--- config.mk ---
export PLATFORM = sky130hd
export DESIGN_NAME = lowered_op_register_executor_core
export DESIGN_NICKNAME = d
export VERILOG_FILES = /design/src/hdl/lox_pkg.sv /design/src/hdl/lox_ram.sv /design/src/hdl/lox_exec.sv /design/src/hdl/lowered_op_register_executor_core.sv
export SDC_FILE = /design/constraint.sdc
export NUM_CORES = 1
export LEC_CHECK = 0
export ABC_AREA = 1
export BUFFER_PORTS_ARGS = -buffer_cell sky130_fd_sc_hd__buf_2
export CORE_ASPECT_RATIO = 1.75
export CORE_MARGIN = 2
export CORE_UTILIZATION = 40
export CTS_BUF_LIST = sky130_fd_sc_hd__clkbuf_8 sky130_fd_sc_hd__clkbuf_16
export CTS_CLUSTER_DIAMETER = 120
export DETAILED_ROUTE_END_ITERATION = 7
export SYNTH_ARGS = -nofsm -noshare
export SYNTH_HDL_FRONTEND = slang
export SYNTH_SLANG_ARGS = --single-unit
export TNS_END_PERCENT = 30
--- constraint.sdc ---
create_clock -name clk -period 11.85 [get_ports clk]
set_input_delay 0 -clock clk [delete_from_list [all_inputs] [get_ports clk]]
set_output_delay 0 -clock clk [all_outputs]
set_load 0.01 [all_outputs]
--- src/hdl/lox_pkg.sv ---
// ----------------------------------------------------------------------------
// lox_pkg
// shared types and constants of the lowered-op register executor
// ----------------------------------------------------------------------------
package lox_pkg;

	// register file geometry
	localparam int REG_COUNT  = 16;
	localparam int DATA_W     = 32;
	localparam int IDX_FIELD_W = 8;
	localparam int ADDR_W     = (REG_COUNT > 1) ? $clog2(REG_COUNT) : 1;
	localparam int RAM_DEPTH  = 1 << ADDR_W;
	localparam logic [IDX_FIELD_W-1:0] REG_LIMIT = IDX_FIELD_W'(REG_COUNT);

	// operation codes; codes 8 to 15 are unknown
	typedef enum logic [3:0] {
		KIND_NOP      = 4'd0,
		KIND_CLEAR_T  = 4'd1,
		KIND_SET_T    = 4'd2,
		KIND_MOVE_T   = 4'd3,
		KIND_SET_IMM  = 4'd4,
		KIND_ADD_IMM  = 4'd5,
		KIND_COPY_REG = 4'd6,
		KIND_ADD_REG  = 4'd7
	} kind_t;

	typedef enum logic [1:0] {
		ST_OK      = 2'd0,
		ST_RANGE   = 2'd1,
		ST_UNKNOWN = 2'd2
	} status_t;

	// input beat
	typedef struct packed {
		kind_t                   kind;
		logic [IDX_FIELD_W-1:0]  dest_index;
		logic [IDX_FIELD_W-1:0]  source_index;
		logic signed [DATA_W-1:0] immediate;
	} op_beat_t;

	// result beat
	typedef struct packed {
		status_t             status;
		logic                wrote_register;
		logic [DATA_W-1:0]   written_value;
		logic                t_value;
	} res_beat_t;

	// register file write request
	typedef struct packed {
		logic              en;
		logic [ADDR_W-1:0] addr;
		logic [DATA_W-1:0] data;
	} wr_req_t;

endpackage

--- src/hdl/lox_ram.sv ---
// ----------------------------------------------------------------------------
// lox_ram
// generic single-write, single-read ram with registered read (read-old)
// ----------------------------------------------------------------------------
module lox_ram #(
	parameter int WIDTH = 32,
	parameter int DEPTH = 16
) (
	input  logic                     clk,
	input  logic                     we,
	input  logic [$clog2(DEPTH)-1:0] waddr,
	input  logic [WIDTH-1:0]         wdata,
	input  logic [$clog2(DEPTH)-1:0] raddr,
	output logic [WIDTH-1:0]         rdata
);

	logic [WIDTH-1:0] mem_q [DEPTH];

	always_ff @(posedge clk) begin
		if (we) begin
			mem_q[waddr] <= wdata;
		end
		rdata <= mem_q[raddr];
	end

endmodule

--- src/hdl/lox_exec.sv ---
// ----------------------------------------------------------------------------
// lox_exec
// decode, range check and compute of one operation
// ----------------------------------------------------------------------------
module lox_exec (
	input  lox_pkg::op_beat_t         op,
	input  logic [lox_pkg::DATA_W-1:0] dst_data,
	input  logic [lox_pkg::DATA_W-1:0] src_data,
	input  logic                      t_cur,
	output lox_pkg::res_beat_t        res,
	output lox_pkg::wr_req_t          wr,
	output logic                      t_next
);
	import lox_pkg::*;

	logic              dst_ok;
	logic              src_ok;
	logic [DATA_W-1:0] imm_u;

	assign dst_ok = op.dest_index < REG_LIMIT;
	assign src_ok = op.source_index < REG_LIMIT;
	assign imm_u  = DATA_W'(unsigned'(op.immediate));

	always_comb begin
		res.status         = ST_OK;
		res.wrote_register = 1'b0;
		res.written_value  = '0;
		t_next             = t_cur;

		unique case (op.kind)
			KIND_NOP: begin
			end
			KIND_CLEAR_T: begin
				t_next = 1'b0;
			end
			KIND_SET_T: begin
				t_next = 1'b1;
			end
			KIND_MOVE_T, KIND_SET_IMM, KIND_ADD_IMM: begin
				if (!dst_ok) begin
					res.status = ST_RANGE;
				end else begin
					res.wrote_register = 1'b1;
					if (op.kind == KIND_MOVE_T) begin
						res.written_value = DATA_W'(t_cur);
					end else if (op.kind == KIND_SET_IMM) begin
						res.written_value = imm_u;
					end else begin
						res.written_value = dst_data + imm_u;
					end
				end
			end
			KIND_COPY_REG, KIND_ADD_REG: begin
				if (!dst_ok || !src_ok) begin
					res.status = ST_RANGE;
				end else begin
					res.wrote_register = 1'b1;
					if (op.kind == KIND_COPY_REG) begin
						res.written_value = src_data;
					end else begin
						res.written_value = dst_data + src_data;
					end
				end
			end
			default: begin
				res.status = ST_UNKNOWN;
			end
		endcase

		res.t_value = t_next;
	end

	assign wr.en   = res.wrote_register;
	assign wr.addr = op.dest_index[ADDR_W-1:0];
	assign wr.data = res.written_value;

endmodule

--- src/hdl/lowered_op_register_executor_core.sv ---
// ----------------------------------------------------------------------------
// lowered_op_register_executor_core
// executes lowered operations on a 32-bit register file and a t flag
// ----------------------------------------------------------------------------
//
//  channel | direction | handshake            | payload
//  --------+-----------+----------------------+------------------
//  op      | in        | op_valid / op_ready  | op  (op_beat_t)
//  res     | out       | res_valid / res_ready| res (res_beat_t)
//
// one beat per cycle sustained while res_ready is high; an accepted op beat is
// registered into the execute stage as the ram is read, then its result is
// loaded into the result register
// the register file sits in two ram copies (dest and source read ports);
// a write from the previous op is forwarded into the next op's operands
// reset clears per-entry valid bits at once: unwritten entries read as zero,
// so there is no clearing pass
// a stalled result register holds the execute stage; op_ready follows it
//
module lowered_op_register_executor_core (
	input  logic               clk,
	input  logic               arst_n,
	input  logic               op_valid,
	output logic               op_ready,
	input  lox_pkg::op_beat_t  op,
	output logic               res_valid,
	input  logic               res_ready,
	output lox_pkg::res_beat_t res
);
	import lox_pkg::*;

	// execute stage
	logic              vld_s1;
	op_beat_t          op_s1;
	logic              adv_s1;
	logic              op_acc;

	// result register
	logic              res_vld_q;
	res_beat_t         res_q;

	// architectural t flag and register valid bits
	logic                 t_q;
	logic [RAM_DEPTH-1:0] reg_vld_q;

	// last write, for forwarding into the op that read the ram alongside it
	wr_req_t           fwd_q;

	// ram ports
	logic [ADDR_W-1:0] rd_dst_addr;
	logic [ADDR_W-1:0] rd_src_addr;
	logic [DATA_W-1:0] ram_dst;
	logic [DATA_W-1:0] ram_src;
	logic [ADDR_W-1:0] dst_addr_s1;
	logic [ADDR_W-1:0] src_addr_s1;
	logic [DATA_W-1:0] dst_opnd;
	logic [DATA_W-1:0] src_opnd;

	// execute outputs
	res_beat_t         ex_res;
	wr_req_t           ex_wr;
	logic              ex_t;
	logic              wr_fire;

	// handshake
	assign adv_s1   = vld_s1 && (!res_vld_q || res_ready);
	assign op_ready = !vld_s1 || adv_s1;
	assign op_acc   = op_valid && op_ready;
	assign wr_fire  = adv_s1 && ex_wr.en;

	// read the new beat's registers when taking one, else re-read the held beat
	assign dst_addr_s1 = op_s1.dest_index[ADDR_W-1:0];
	assign src_addr_s1 = op_s1.source_index[ADDR_W-1:0];
	assign rd_dst_addr = op_ready ? op.dest_index[ADDR_W-1:0] : dst_addr_s1;
	assign rd_src_addr = op_ready ? op.source_index[ADDR_W-1:0] : src_addr_s1;

	lox_ram #(
		.WIDTH (DATA_W),
		.DEPTH (RAM_DEPTH)
	) u_ram_dst (
		.clk   (clk),
		.we    (wr_fire),
		.waddr (ex_wr.addr),
		.wdata (ex_wr.data),
		.raddr (rd_dst_addr),
		.rdata (ram_dst)
	);

	lox_ram #(
		.WIDTH (DATA_W),
		.DEPTH (RAM_DEPTH)
	) u_ram_src (
		.clk   (clk),
		.we    (wr_fire),
		.waddr (ex_wr.addr),
		.wdata (ex_wr.data),
		.raddr (rd_src_addr),
		.rdata (ram_src)
	);

	// operand select: forwarded write, then ram, then zero for unwritten entries
	always_comb begin
		if (fwd_q.en && fwd_q.addr == dst_addr_s1) begin
			dst_opnd = fwd_q.data;
		end else if (reg_vld_q[dst_addr_s1]) begin
			dst_opnd = ram_dst;
		end else begin
			dst_opnd = '0;
		end

		if (fwd_q.en && fwd_q.addr == src_addr_s1) begin
			src_opnd = fwd_q.data;
		end else if (reg_vld_q[src_addr_s1]) begin
			src_opnd = ram_src;
		end else begin
			src_opnd = '0;
		end
	end

	lox_exec u_exec (
		.op       (op_s1),
		.dst_data (dst_opnd),
		.src_data (src_opnd),
		.t_cur    (t_q),
		.res      (ex_res),
		.wr       (ex_wr),
		.t_next   (ex_t)
	);

	// control state
	always_ff @(posedge clk or negedge arst_n) begin
		if (!arst_n) begin
			vld_s1    <= 1'b0;
			res_vld_q <= 1'b0;
			t_q       <= 1'b0;
			reg_vld_q <= '0;
			fwd_q     <= '0;
		end else begin
			if (op_ready) begin
				vld_s1 <= op_acc;
			end
			if (adv_s1) begin
				res_vld_q <= 1'b1;
				t_q       <= ex_t;
			end else if (res_ready) begin
				res_vld_q <= 1'b0;
			end
			if (wr_fire) begin
				reg_vld_q[ex_wr.addr] <= 1'b1;
			end
			fwd_q.en   <= wr_fire;
			fwd_q.addr <= ex_wr.addr;
			fwd_q.data <= ex_wr.data;
		end
	end

	// payload registers
	always_ff @(posedge clk) begin
		if (op_acc) begin
			op_s1 <= op;
		end
		if (adv_s1) begin
			res_q <= ex_res;
		end
	end

	assign res_valid = res_vld_q;
	assign res       = res_q;

endmodule
==> results.yml <==
detailed_routing:
  vias: 30792
  route.detailed.drc: 0
  dr.pass1.iters: 6
  vias_per_cell: 6.09
  drtIter0Drc: 3626
  antenna_left: 0
  post_drt_wl_per_cell_um: 25.0
  wl_um: 126000
timing:
  fin_crit_sh_pct: 46.7
  tns_ps: 0
  rsz0062_at_grt: "no"
  max_slew_margin_pct: 15.1
  finalSetupViolations: 0
  finalHoldViolCount: 0
  max_freq_mhz: 181
  min_period_ps: 5530
  finClkSkew_ps: 27.3
  worstMarginPinSlew_ps: 1270
  holdWs_ps: 44.1
  slew_violations: 0
grt:
  grtUsageTotal_pct: 26.7
  met3_usage_pct: 3.37
  grt_max_degree: 184
  grtUsageMet1_pct: 32.3
  grt_util_met2_pct: 45.9
  grt_pass1_vias: 30075
  top_usage_layer: "met2"
  antenna_found_initial: 3
  gr-total-overflow: 0
  grt_pass1_wl_um: 185000
power_and_ir_drop:
  ir_drop_mv: 0.0815
  p_leak_nw: 15.8
  p_per_area_nw_per_um2: 161
worst_setup_path:
  path_max_fanout: 31
  cp-end-kind: "flop"
  crit_type: "reg -> reg"
  crit_end: "u_ram_src.mem_q[10][25]"
  critPathLaunchType: "flop"
  r2r_slack_ps: 6320
  cp.required_ps: 12070
  crit_path_start: "dst_addr_s1[0]"
  r2r-end: "u_ram_src.mem_q[10][25]"
  timing.rr.start: "dst_addr_s1[0]"
  reg2regPathDepth: 22
  worstPathArrival_ps: 5760
layout:
  fin_cells: 5057
  finish.utilization_pct: 45.2
  areaGrowthSynthToFinish_pct: 11.9
  final_cell_mix: "640 x nor2_1, 611 x o21ai_0, 600 x edfxtp_1, 444 x nand2_1, 227 x nand3_1"
  drive_gt1_share_pct: 8.04
  multiInputGateArea_um2: 13800
  layout_commonest_cell: "nor2_1"
  seqCellArea_um2: 20700
  layout.nets: 3954
  num-fill-cells: 8279
synth:
  synth_cells: 3803
  syn_area_per_cell_um2: 9.49
  yosysTopAreaCell: "edfxtp_1"
  synthArstFlopShare_pct: 7.78
  synth.cell_area_um2: 36100
  synth_edf_count: 600
  yosysUniqueCellTypes: 47
  synth_seq_cells: 720
  yosysSeqAreaShare_pct: 57.3
  syn_nets: 3929
  yosys-top-cells-area: "edfxtp_1 50%, o21ai_0 8.5%, nor2_1 6.8%, nand2_1 4.6%, o221ai_1 4.5%"
  ys.warnings.count: 0
  synth_top_area_share_pct: 49.9
  synth_flop_cell: "edfxtp_1"
status:
  status: "completed"
worst_hold_path:
  hold_class: "in -> reg"
die:
  initial_utilization_pct: 40.4
  dieArea_um2: 92800
  fp.coreArea_um2: 89400
  io_pins: 94
  core.rowCount: 145
  dieHeight_um: 401
  die_w_um: 231
clock_network:
  cts_resized: 0
  clock_sinks: 720
  tritoncts: "built"
  clock_latency_ps: 670
  clkTransAtPathRegs_ps: 70
  cts_buffers: 66
  cts_root_buffer: "clkbuf_16"
  clk_path_buf_depth: 3
  htreeDepth: 3
placement:
  gp_congestion: 1.01
  placed_cells: 4879
  post-dp-hpwl_um: 73600
  portBuffers: 93
job:
  cap_violations: 0
cell type report:
class,instances,area share [%]
sequential,720,51.2
clock inverter,47,0.867
multi-input combinational,2621,34.2
antenna,2,0.0124
tap,1176,3.64
inverter,214,2.02
timing repair buffer,205,3.71
clock buffer,72,4.32
per-stage QoR:
stage | setup slack [ps] | total power, mW | cell area (um^2)
2_1_floorplan | 7830 | 3.89 | 36100
3_3_place_gp | 6590 | 4.40 | 37700
3_5_place_dp | 6620 | 4.40 | 37700
4_1_cts | 6590 | 6.52 | 40400
5_1_grt | 6010 | 6.78 | 40400
6_report | 6320 | 6.52 | 40400
timing repair:
| action | CTS | global route |
|---|---|---|
| endpoints found under the hold margin | 111 | 0 |
| endpoints found under the setup margin | 0 | 0 |
| hold buffers | 57 | 0 |
| setup buffers | 0 | 0 |
metal layers:
layer	vias up	share of wire, %
met5	-	0
met4	0	5.3
met3	370	7.6
met2	1609	49
met1	15000	38
li1	13813	-
registers in the layout, indices dropped and copies added, names as in the netlist:
register	flops
u_ram_dst.mem_q	32
op_s1	48
reg_vld_q	16
res_valid	1
vld_s1	1
fwd_q	37
u_ram_src.mem_q	480
u_ram_dst.rdata	32
u_ram_src.rdata	32
t_q	1
dst_addr_s1	4
res	36
worst max-delay path, stage by stage, from the launching register on:
cell      delay (ps)
edfxtp_1         610
inv_2            300
nand2_1           80
nand2_1           60
nand2_1           40
nand2_1           90
nand2_1           50
nand2_1           80
nor2_1            50
inv_1             60
buf_4            370
nand3_1          130
o21ai_0          200
ha_1             420
nand3_1          140
nand2_1          130
a21oi_1          110
o21ai_0          570
nand3_1          220
nand4_1          150
nand2_1           70
o21ai_0          560
nand2_1          590
cell usage after synthesis, types with 5 or more instances:
library cell / count
o22ai_1: 71
buf_1: 10
or2_2: 15
inv_2: 10
dfxtp_1: 64
clkbuf_1: 194
ha_1: 68
buf_2: 41
nor3_1: 18
nand2_1: 445
o21bai_1: 17
o221ai_1: 187
a21oi_1: 87
inv_1: 204
or2_1: 5
a21o_1: 5
nand3_2: 5
o21a_1: 6
o21ai_0: 612
o211ai_1: 113
nor2_1: 656
dfrtp_1: 56
o21ai_1: 30
nand4_1: 14
edfxtp_1: 600
nand3_1: 228
power by group:
group          switching (mW)  internal, mW
Clock                   0.968          1.16
Sequential             0.0691          2.81
Combinational            1.06         0.457
Total                    2.10          4.42
how the worst min path moves through the flow:
stage | from | endpoint | cells past startpoint | slack (ps)
floorplan | arst_n | fwd_q[0] | 0 | -300
global placement | op[50] | op_s1[50] | 1 | 180
detailed placement | op[3] | op_s1[3] | 1 | 180
CTS | op[37] | op_s1[37] | 2 | 10
global route | op[37] | op_s1[37] | 2 | 50
finish | op[37] | op_s1[37] | 2 | 40
logic make-up after synthesis:
logic type      count (synthesis)  synth area share (%)
flops                         720                  57.3
compound gates               1144                  19.2
xor+xnor                        4                0.0970
mux                             1                0.0277
fa+ha+maj                      70                  2.47
buf+inv                       462                  4.96
simple gates                 1402                  15.9
No activity file was read; power rests on OpenSTA's default activity.
